$ cat src/hw/rtl/tpv_pkg.sv
// Shared types and constants for the tonality path Viterbi unit.
`timescale 1ns / 1ps
package tpv_pkg;

  localparam logic [1:0] FUNC_LOAD   = 2'd0;
  localparam logic [1:0] FUNC_RANK   = 2'd1;
  localparam logic [1:0] FUNC_EMPTY  = 2'd2;
  localparam logic [1:0] FUNC_FINISH = 2'd3;

  localparam logic [2:0] CFG_TON_COUNT     = 3'd0;
  localparam logic [2:0] CFG_TONAL_MODE    = 3'd1;
  localparam logic [2:0] CFG_GLOBAL_TON    = 3'd2;
  localparam logic [2:0] CFG_SPELL_WEIGHT  = 3'd3;
  localparam logic [2:0] CFG_MOVE_WEIGHT   = 3'd4;
  localparam logic [2:0] CFG_GLOBAL_WEIGHT = 3'd5;

  localparam int CNT_W = 6;

  typedef struct packed {
    logic [1:0] func;
    logic [4:0] ton;
    logic [4:0] from_ton;
    logic [4:0] value;
  } in_t;

  typedef struct packed {
    logic [5:0] measure;
    logic [4:0] best_ton;
    logic       last;
    logic       failed;
  } out_t;

  typedef enum logic [1:0] {
    CMD_LOAD   = 2'd0,
    CMD_RANK   = 2'd1,
    CMD_EMPTY  = 2'd2,
    CMD_FINISH = 2'd3
  } cmd_t;

  typedef struct packed {
    cmd_t       cmd;
    logic [4:0] ton;
    logic [4:0] from_ton;
    logic [4:0] value;
  } item_t;

  typedef struct packed {
    logic [CNT_W-1:0] tons;
    logic             tonal_mode;
    logic [4:0]       global_ton;
    logic [2:0]       spell_weight;
    logic [2:0]       move_weight;
    logic [2:0]       global_weight;
  } cfg_t;

endpackage

$ cat src/hw/rtl/tpv_front.sv
// Front end: accepts input transactions, drops ignored ones, queues the rest.
`timescale 1ns / 1ps
module tpv_front import tpv_pkg::*; #(
  parameter int MAX_TONS = 32
) (
  input  logic  clk,
  input  logic  rst,
  input  logic  in_valid,
  output logic  in_stall,
  input  in_t   in_data,
  input  cfg_t  cfg,
  output logic  q_valid,
  output item_t q_item,
  input  logic  q_pop
);

  item_t      q [2];
  logic       wp;
  logic       rp;
  logic [1:0] cnt;
  logic       keep;
  logic       push;
  logic       pop;
  item_t      cls;

  always_comb begin
    cls.ton      = in_data.ton;
    cls.from_ton = in_data.from_ton;
    cls.value    = in_data.value;
    cls.cmd      = CMD_LOAD;
    keep         = 1'b1;
    case (in_data.func)
      FUNC_LOAD: begin
        cls.cmd = CMD_LOAD;
        keep    = (in_data.ton < MAX_TONS) && (in_data.from_ton < MAX_TONS);
      end
      FUNC_RANK: begin
        cls.cmd = CMD_RANK;
        keep    = {1'b0, in_data.ton} < cfg.tons;
      end
      FUNC_EMPTY: begin
        cls.cmd = CMD_EMPTY;
      end
      default: begin
        cls.cmd = CMD_FINISH;
      end
    endcase
  end

  assign in_stall = (cnt == 2'd2);
  assign push     = in_valid && !in_stall && keep;
  assign q_valid  = (cnt != 2'd0);
  assign q_item   = q[rp];
  assign pop      = q_pop && q_valid;

  always_ff @(posedge clk) begin
    if (rst) begin
      wp  <= 1'b0;
      rp  <= 1'b0;
      cnt <= 2'd0;
    end else begin
      if (push) begin
        q[wp] <= cls;
        wp    <= ~wp;
      end
      if (pop) begin
        rp <= ~rp;
      end
      cnt <= cnt + {1'b0, push} - {1'b0, pop};
    end
  end

endmodule

$ cat config.mk
export PLATFORM = sky130hd
export DESIGN_NAME = tpv_front
export DESIGN_NICKNAME = d
export VERILOG_FILES = /design/src/hw/rtl/tpv_pkg.sv /design/src/hw/rtl/tpv_front.sv
export SDC_FILE = /design/constraint.sdc
export NUM_CORES = 1
export LEC_CHECK = 0
export BUFFER_PORTS_ARGS = -buffer_cell sky130_fd_sc_hd__buf_4
export CAP_MARGIN = 30
export CORE_MARGIN = 10
export CORE_UTILIZATION = 30
export CTS_CLUSTER_DIAMETER = 200
export DETAILED_ROUTE_END_ITERATION = 10
export SYNTH_ARGS = -nofsm -noshare
export SYNTH_HDL_FRONTEND = slang
export SYNTH_SLANG_ARGS = --single-unit
$ cat constraint.sdc
create_clock -name clk -period 6.5 [get_ports clk]
set_input_delay 0.65 -clock clk [delete_from_list [all_inputs] [get_ports clk]]
set_output_delay 0.65 -clock clk [all_outputs]
set_load 0.05 [all_outputs]
==> flow_summary_export.csv, run 1 <==
group,metric,value,unit
critical_path,cp_top_family,"compound AO/OA/AOI/OAI gates",
clocking,ctsResizeCount,0,
floorplanning,start_util,30.5,%
clocking,max-clock-path-buffers,2,
logic_synthesis,synth-seq-cells,39,
global_routing,grt-ovfl-total,0,
drt,drtIter0Drc,26,
logic_synthesis,synth.most_common_cell,"edfxtp_1",
placement,dpl.cell_count,219,
global_routing,antenna_found_initial,0,
timing,finalMaxSlewViolations,0,
layout,drive_above_1_share,53.5,%
timing,finalCritPeriodShare,39.4,%
logic_synthesis,avgSynthCellArea,16.0,um2
logic_synthesis,ys_types,34,
power,power.leakage,0.889,nW
drt,drc,0,
logic_synthesis,synth.top_cells.by_count,"edfxtp_1 (34), mux2_2 (17), ha_1 (6), inv_1 (6), dfxtp_1 (5)",
timing,period_needed,2.56,ns
critical_path,start_kind,"input port",
critical_path,cpMostUsedCell,"ha_1",
critical_path,crit_path_end_kind,"register",
layout,fillers,511,
clocking,clock_tree.root_cell,"clkbuf_8",
worst_hold_path,hold_class,"in -> reg",
drt,drt_first_pass_iters,4,
timing,rsz0062_at_grt,"no",
timing,finalSetupViolations,0,
critical_path,slowest_stage,"ha_1",
flow_run,maxCapViolations,0,
timing,setup_tns,0,ns
clocking,cts_tree,"done",
power,power.density,397,mW/mm2
power,pwr-share-comb,36.4,%
critical_path,cp_data_required_time,6.68,ns
global_routing,grt_pass1_vias,1107,
clocking,cts_buffers,5,
logic_synthesis,synthTopCellsByArea,"edfxtp_1 (61%), mux2_2 (12%), dfxtp_1 (6.0%), ha_1 (4.5%), inv_1 (1.4%)",
clocking,clock_latency,0.28,ns
logic_synthesis,yosys_warnings,0,
timing,max_slew_margin,48.5,%
critical_path,worstPathArrival,2.74,ns
timing,timing.fmax,391,MHz
drt,vias,1003,
clocking,postCtsSetupRepairBufs,0,
layout,finalNonFillerCells,227,
timing,finClkSkew,0.00616,ns
logic_synthesis,netlist_area,0.00166,mm2
floorplanning,num_rows,27,
layout,area_delta_synth_final,35.0,%
floorplanning,die_area,0.00891,mm2
drt,wl,3500,um
timing,hold_violations,0,
placement,port_buffers,45,
clocking,cts.htree.levels,2,
logic_synthesis,synth-seq-area-share,67.5,%
logic_synthesis,syn_inst,104,
layout,finish.utilization,41.2,%
power,switching_share,34.1,%
critical_path,critPathBufInv,2,
drt,ant_nets,0,
global_routing,grt_first_pass_wirelength,5260,um
critical_path,critPathMaxFanout,3,
drt,routed_via_density,4.42,
power,p_int,0.587,mW
logic_synthesis,synth_top_area_cell,"edfxtp_1",
layout,diodes,0,
layout,final_nets,202,
placement,place.detailed.hpwl,2720,um
critical_path,crit_type,"in -> reg",
power,power_frac_seq,37.2,%
logic_synthesis,synthArstFlopShare,0,%
logic_synthesis,syn_nets,152,
logic_synthesis,yosys.area.top_type_share,61.5,%
floorplanning,core,0.00544,mm2
clocking,hold_buffers,0,
placement,place.gp.congestion,0.776,
critical_path,crit_chain,"buf_4 > ha_1 > a21o_1 > a21oi_2 > o21ai_1 > a21bo_2 > ha_1 > inv_1 > ha_1 > xor2_1 > xnor2_1 > nor2_1",
clocking,clock_sinks,39,
critical_path,slowest_delay,0.30,ns
global_routing,grt_util_all_layers,7.74,%
power,ir_drop,243,uV
floorplanning,die-width,94.4,um
power,p_sw,0.304,mW
timing,hold_ws,0.549,ns
floorplanning,ios,61,
logic_synthesis,synth_edf_count,34,
floorplanning,die_y,94.4,um
clocking,clkSlewWorstSetupHoldPaths,0.08,ns
power,p_clk_share,26.4,%
drt,routedWlPerCell,15.4,um
global_routing,grt_max_degree,18,
logic_synthesis,synth_flop_cell,"edfxtp_1",
timing,worst_slew_pin_slew,0.772,ns
status,status,"completed",
[stage by stage]
stage / cell area [um2] / total power, mW / setup slack [ns]
finish: 2240 / 0.891 / 3.94
global route: 2240 / 0.927 / 3.85
CTS: 2240 / 0.902 / 3.96
detailed placement: 2110 / 0.667 / 3.66
global placement: 2080 / 0.650 / 3.65
floorplan: 1660 / 0.565 / 3.39
[layout by cell type, fill, tap and decap left out, drive strengths merged, types with 3 or more instances in the layout]
master / synthesis / routed
buf: 2 / 47
edfxtp: 34 / 34
mux2: 17 / 17
inv: 6 / 6
ha: 6 / 6
clkbuf: 2 / 6
dfxtp: 5 / 5
nor2: 4 / 4
a21oi: 3 / 3
[flip-flops by register name, summed over array words and instances, names as in the netlist, named ones only]
| name | flops |
|---|---|
| wp | 1 |
| rp | 1 |
| q | 34 |
| cnt | 2 |
[worst reg2reg max path: stages, from the launching register on]
cell and delay (ns):
dfxtp_1 0.36, nand2b_1 0.17, and2_2 0.18, a21bo_2 0.22
ha_1 0.27, inv_1 0.06, ha_1 0.14, xor2_1 0.22
xnor2_1 0.15, nor2_1 0.05
[cell type report]
| type | instances | area, um2 | share of cell area [%] |
|---|---|---|---|
| Multi-Input combinational cell | 55 | 507 | 22.6 |
| Inverter | 6 | 22.5 | 1.01 |
| Sequential cell | 39 | 1120 | 50.0 |
| Clock buffer | 6 | 72.6 | 3.24 |
| Timing Repair Buffer | 47 | 368 | 16.4 |
| Clock inverter | 2 | 60.1 | 2.68 |
| Tap cell | 72 | 90.1 | 4.02 |
[power groups by stage]
stage | Clock, mW | Combinational, mW | Sequential [mW]
detailed placement | 0 | 0.329 | 0.338
global route | 0.248 | 0.343 | 0.337
CTS | 0.240 | 0.329 | 0.333
finish | 0.235 | 0.324 | 0.331
floorplan | 0 | 0.244 | 0.321
global placement | 0 | 0.313 | 0.337
[path summary, 6_finish.rpt]
path	startpoint	end	slack, ns	cells after the start
worst min register to register	rp	register	0.55	2
worst min-delay path	in_data[6]	q[1][6]	0.55	1
worst max register to register	cnt[0]	cnt[1]	4.58	9
worst max-delay path	in_data[13]	cnt[1]	3.94	12
[cells by family after synthesis]
group	synth area share (%)
flip-flops	67.5
AND/OR/NAND/NOR	8.14
multiplexers	11.5
buffers and inverters	2.41
AO/OA/AOI/OAI	3.84
adder cells (fa/ha/maj)	4.52
XOR/XNOR	2.04
[per-layer routing]
metal / vias up / GRT usage [%] / part of all wire, % / wire [um]
met2: 35 / 13.4 / 52 / 1840
met3: 4 / 4.44 / 8.7 / 304
met1: 485 / 7.55 / 38 / 1330
met4: 0 / 2.78 / 0.88 / 31
met5: - / 0 / 0 / 0
li1: 479 / - / - / -
No activity file was read; power rests on OpenSTA's default activity.
==> run 2, diff against run 1 <==
Settings changed: ABC_AREA set to 1.
Clock period 6.5 ns to 2.4 ns, I/O delays scaled along.
==> run 2 against run 1 <==
Compared with the run above: final cell count increased by 8.4%; utilization down 0.12 points; largest power group is now combinational logic; wire length fell by 12%; largest cell class unchanged; highest routed layer unchanged.
==> flow_summary_export.csv, run 2 <==
group,metric,value,unit
logic_synthesis,ys_types,19,
critical_path,cpMostUsedCell,"nand2_1",
clocking,ctsResizeCount,0,
drt,wl,3090,um
global_routing,grt_first_pass_wirelength,4970,um
layout,reg_top3,"q x34, cnt x2",
critical_path,rrSetupSlack,0.71,ns
global_routing,grt-ovfl-total,0,
clocking,cts.htree.levels,2,
drt,vias,1007,
drt,drc,0,
placement,place.gp.congestion,0.694,
clocking,postCtsSetupRepairBufs,0,
flow_run,maxCapViolations,0,
critical_path,worstPathArrival,2.01,ns
logic_synthesis,syn_nets,167,
timing,finalMaxSlewViolations,0,
logic_synthesis,netlist_area,0.00170,mm2
drt,routed_via_density,4.09,
logic_synthesis,avgSynthCellArea,14.2,um2
critical_path,critPathBufInv,2,
timing,period_needed,1.81,ns
floorplanning,start_util,30.8,%
critical_path,slowest_stage,"ha_1",
critical_path,cp_top_family,"adder cells",
clocking,clock_tree.root_cell,"clkbuf_8",
clocking,cts_buffers,5,
floorplanning,die-width,95.2,um
critical_path,crit_type,"in -> reg",
timing,timing.fmax,553,MHz
drt,drtIter0Drc,25,
critical_path,cp_data_required_time,2.61,ns
drt,drt_first_pass_iters,3,
logic_synthesis,synth-seq-area-share,66.1,%
power,power.density,1030,mW/mm2
layout,largest_reg_flops,34,
floorplanning,die_y,95.2,um
logic_synthesis,syn_inst,119,
timing,max_slew_margin,87.8,%
timing,finClkSkew,0.00467,ns
layout,diodes,0,
timing,setup_tns,0,ns
timing,rsz0062_at_grt,"no",
logic_synthesis,synthTopCellsByArea,"edfxtp_1 (60%), mux2_4 (8.9%), dfxtp_1 (5.9%), mux2_2 (4.6%), ha_1 (4.4%)",
clocking,clkSlewWorstSetupHoldPaths,0.07,ns
worst_hold_path,min_to,"q[1][5]",
power,ir_drop,362,uV
critical_path,slowest_delay,0.29,ns
drt,ant_nets,0,
timing,hold_violations,0,
placement,port_buffers,45,
layout,area_delta_synth_final,33.4,%
worst_hold_path,hold_depth,1,
global_routing,grt_max_degree,13,
clocking,cts_tree,"done",
layout,drive_above_1_share,45.4,%
clocking,clock_sinks,39,
layout,layout_commonest_cell,"buf_4",
layout,top_register,"q",
drt,routedWlPerCell,12.6,um
worst_hold_path,worstHoldStart,"in_data[5]",
floorplanning,die_area,0.00906,mm2
floorplanning,core,0.00551,mm2
logic_synthesis,yosys_warnings,0,
logic_synthesis,synth-seq-cells,39,
layout,mostFrequentLayoutCells,"buf_4 (51), edfxtp_1 (34), inv_1 (18)",
worst_hold_path,hold_class,"in -> reg",
logic_synthesis,synth_edf_count,34,
critical_path,crit_path_end_kind,"register",
clocking,max-clock-path-buffers,2,
power,power.leakage,0.981,nW
critical_path,rr_worst_depth,10,
floorplanning,num_rows,27,
power,power,2.34,mW
logic_synthesis,yosys.area.top_type_share,60.2,%
logic_synthesis,synthArstFlopShare,0,%
timing,worst_slew_pin_slew,0.182,ns
logic_synthesis,synth.top_cells.by_count,"edfxtp_1 (34), inv_1 (18), nand2_1 (15)",
logic_synthesis,synth_top_area_cell,"edfxtp_1",
critical_path,crit_chain,"buf_4 > ha_1 > nand2_1 > nand2_1 > a21boi_2 > nand2_1 > nand2_1 > nand2_2 > ha_1 > inv_1 > ha_1 > xnor2_1 > nor2_1 > nor3b_1",
critical_path,r2r-end,"cnt[1]",
critical_path,rr_startpoint,"cnt[1]",
global_routing,antenna_found_initial,0,
timing,finalSetupViolations,0,
layout,final_nets,221,
clocking,clock_latency,0.28,ns
timing,finalCritPeriodShare,75.3,%
logic_synthesis,synth.most_common_cell,"edfxtp_1",
global_routing,grt_pass1_vias,1031,
layout,finish.utilization,41.1,%
critical_path,start_kind,"input port",
placement,place.detailed.hpwl,2460,um
status,status,"completed",
clocking,hold_buffers,0,
logic_synthesis,synth_flop_cell,"edfxtp_1",
floorplanning,ios,61,
critical_path,critPathMaxFanout,3,
global_routing,grt_util_all_layers,7.26,%
-- run 2: cells by family after synthesis --
group,synth area share [%]
flops,66.1
mux,13.5
xor+xnor,0.517
simple gates,7.90
buf+inv,6.27
compound gates,1.25
fa+ha+maj,4.43
-- run 2: worst reg2reg max path, delay by kind of cell (launching register included) --
kind	cells	cell delay, ns
XOR/XNOR	1	0.18
adder cells (fa/ha/maj)	2	0.45
buffers and inverters	2	0.12
flip-flops	1	0.32
AND/OR/NAND/NOR	5	0.54
-- run 2: area by class of cell --
cell class / instances / area, um2
sequential: 39 / 1120
clock inverter: 2 / 60.1
clock buffer: 6 / 72.6
multi-input combinational: 58 / 468
fill: 507 / 3240
timing repair buffer: 51 / 383
inverter: 18 / 67.6
tap: 72 / 90.1
-- run 2: how the worst max path moves through the flow --
stage,startpoint,to,cells past startpoint
final,in_data[13],cnt[1],14
after global routing,in_data[13],cnt[1],14
after CTS,in_data[13],cnt[1],14
after detailed placement,in_data[13],cnt[1],14
after global placement,in_data[13],cnt[1],14
after floorplan,cnt[1],cnt[1],10
-- run 2: stage by stage --
stage / setup WS, ns / hold slack, ns / cell area (um2) / cells
finish: 0.593 / 0.137 / 2260 / 246
floorplan: 0.260 / 0.309 / 1700 / 119
global route: 0.355 / 0.120 / 2260 / 246
detailed placement: 0.251 / 0.429 / 2130 / 238
CTS: 0.565 / 0.126 / 2260 / 246
global placement: 0.314 / 0.425 / 2130 / 238
-- run 2: metal layers --
metal	track usage [%]	vias to the layer above	wire length, um
met4	4.11	0	76
met3	3.14	5	343
met5	0	-	0
met1	7.62	462	1140
met2	12.0	33	1530
li1	-	507	-
-- run 2: power breakdown --
group	internal, mW	switching [mW]
Sequential	0.823	0.0248
Combinational	0.332	0.538
Clock	0.415	0.208
==> run 3, diff against run 2 <==
Clock period 2.4 ns to 1.7 ns, I/O delays scaled along.
==> run 3 against run 2 <==
Compared with the run above: wire length increased by 8.1%; flip-flop and latch count unchanged; first-iteration DRC count increased by 64%; critical path depth decreased by 5; worst setup slack got worse by 0.53 ns; sequential power increased by 42%; clock power increased by 45%; cell area increased by 6.1%; non-clock buffer count increased by 4; highest routed layer unchanged.
==> flow_summary_export.csv, run 3 (synthesis gave the netlist of run 2 again) <==
group,metric,value,unit
placement,place.detailed.hpwl,2640,um
layout,top_register,"q",
drt,routedWlPerCell,13.4,um
clocking,postCtsSetupRepairBufs,0,
layout,reg_top3,"q x34, cnt x2",
clocking,cts_tree,"done",
status,status,"completed",
floorplanning,core,0.00551,mm2
floorplanning,start_util,30.8,%
timing,finalMaxSlewViolations,0,
critical_path,slowest_delay,0.34,ns
flow_run,maxCapViolations,0,
drt,drtIter0Drc,41,
global_routing,grt-ovfl-total,0,
timing,hold_violations,0,
floorplanning,die-width,95.2,um
critical_path,crit_chain,"or2_4 > nand2_2 > inv_1 > ha_4 > inv_2 > ha_4 > xnor2_2 > nand2_1 > nor3b_2",
clocking,clkSlewWorstSetupHoldPaths,0.07,ns
clocking,ctsResizeCount,0,
critical_path,crit_type,"reg -> reg",
clocking,clock_latency,0.29,ns
timing,finalCritPeriodShare,96.4,%
layout,area_delta_synth_final,41.6,%
clocking,cts.htree.levels,2,
layout,mostFrequentLayoutCells,"buf_4 (53), edfxtp_1 (34), inv_1 (15), nand2_1 (15), mux2_4 (10)",
timing,finalSetupViolations,0,
layout,drive_above_1_share,54.5,%
floorplanning,die_area,0.00906,mm2
timing,rsz0062_at_grt,"yes",
critical_path,rrSetupSlack,0.06,ns
critical_path,start_kind,"register",
worst_hold_path,min_to,"q[0][1]",
power,p_int,2.29,mW
worst_hold_path,worstHoldStart,"in_data[1]",
global_routing,grt_first_pass_wirelength,5130,um
placement,port_buffers,45,
global_routing,grt_max_degree,18,
drt,routed_via_density,4.10,
clocking,hold_buffers,0,
power,power.leakage,1.01,nW
power,power,3.46,mW
critical_path,slowest_stage,"dfxtp_2",
drt,wl,3340,um
floorplanning,die_y,95.2,um
critical_path,cpMostUsedCell,"ha_4",
power,switching_share,33.8,%
placement,place.gp.congestion,0.699,
drt,vias,1026,
floorplanning,ios,61,
critical_path,cp_data_required_time,1.89,ns
layout,diodes,0,
drt,drc,0,
power,p_sw,1.17,mW
critical_path,critPathMaxFanout,3,
timing,worst_slew_pin_slew,0.208,ns
layout,layout_commonest_cell,"buf_4",
critical_path,crit_path_end_kind,"register",
timing,timing.fmax,610,MHz
critical_path,worstPathArrival,1.83,ns
power,ir_drop,808,uV
critical_path,rr_startpoint,"cnt[0]",
floorplanning,num_rows,27,
critical_path,rr_worst_depth,9,
timing,finClkSkew,0.00227,ns
power,power.density,1440,mW/mm2
global_routing,grt_util_all_layers,7.54,%
placement,post-place-ws,-0.268,ns
worst_hold_path,hold_class,"in -> reg",
global_routing,antenna_found_initial,0,
clocking,clock_tree.root_cell,"clkbuf_8",
power,pwr-share-comb,39.1,%
timing,max_slew_margin,86.1,%
clocking,max-clock-path-buffers,2,
clocking,cts_buffers,5,
global_routing,grt_pass1_vias,1115,
timing,setup_ws,0.0619,ns
power,p_clk_share,26.1,%
timing,period_needed,1.64,ns
layout,largest_reg_flops,34,
clocking,clock_sinks,39,
layout,final_nets,225,
critical_path,crit_start,"cnt[0]",
drt,drt_first_pass_iters,4,
layout,finish.utilization,43.6,%
worst_hold_path,hold_depth,1,
power,power_frac_seq,34.8,%
critical_path,r2r-end,"cnt[1]",
drt,ant_nets,0,
==> run 3: worst max path at each step <==
| stage | endpoint | slack (ns) |
|---|---|---|
| after global routing | cnt[1] | -0.009 |
| after global placement | cnt[1] | -0.21 |
| after detailed placement | cnt[1] | -0.27 |
| after floorplan | cnt[1] | -0.03 |
| final | cnt[1] | 0.06 |
| after CTS | cnt[1] | 0.01 |
==> run 3: metal layers <==
metal  up-vias  routed length (um)  global-route usage (%)
met2        31                1730                    13.1
met4         0                  79                    4.49
met5         -                   0                       0
li1        515                   -                       -
met1       473                1200                    7.33
met3         7                 328                    3.14
==> run 3: cell type report <==
type	instances	area (um2)
fill	529	3110
sequential	39	1120
multi-input combinational	58	543
timing repair buffer	55	429
tap	72	90.1
inverter	18	80.1
clock buffer	5	68.8
clock inverter	3	67.6
==> run 3: worst max-delay path, delay by kind of cell (launching register included) <==
kind	cells	cell delay, ns
flip-flops	1	0.34
buffers and inverters	2	0.11
XOR/XNOR	1	0.16
AND/OR/NAND/NOR	4	0.50
adder cells (fa/ha/maj)	2	0.41
==> run 3: stage by stage <==
step | std cells | hold slack [ns] | setup TNS (ns) | cell area [um2]
detailed placement | 242 | 0.358 | -1.56 | 2260
finish | 250 | 0.0599 | 0 | 2400
global route | 250 | 0.0427 | -0.00948 | 2400
floorplan | 119 | 0.239 | -0.0480 | 1780
global placement | 242 | 0.357 | -1.05 | 2260
CTS | 250 | 0.0483 | 0 | 2390
==> run 3: power by group through the flow <==
| stage | logic [mW] | clock network, mW | registers [mW] |
|---|---|---|---|
| after floorplan | 1.01 | 0 | 1.22 |
| after global placement | 1.33 | 0 | 1.22 |
| after detailed placement | 1.37 | 0 | 1.22 |
| after CTS | 1.37 | 0.934 | 1.20 |
| after global routing | 1.45 | 0.978 | 1.21 |
| final | 1.35 | 0.904 | 1.20 |
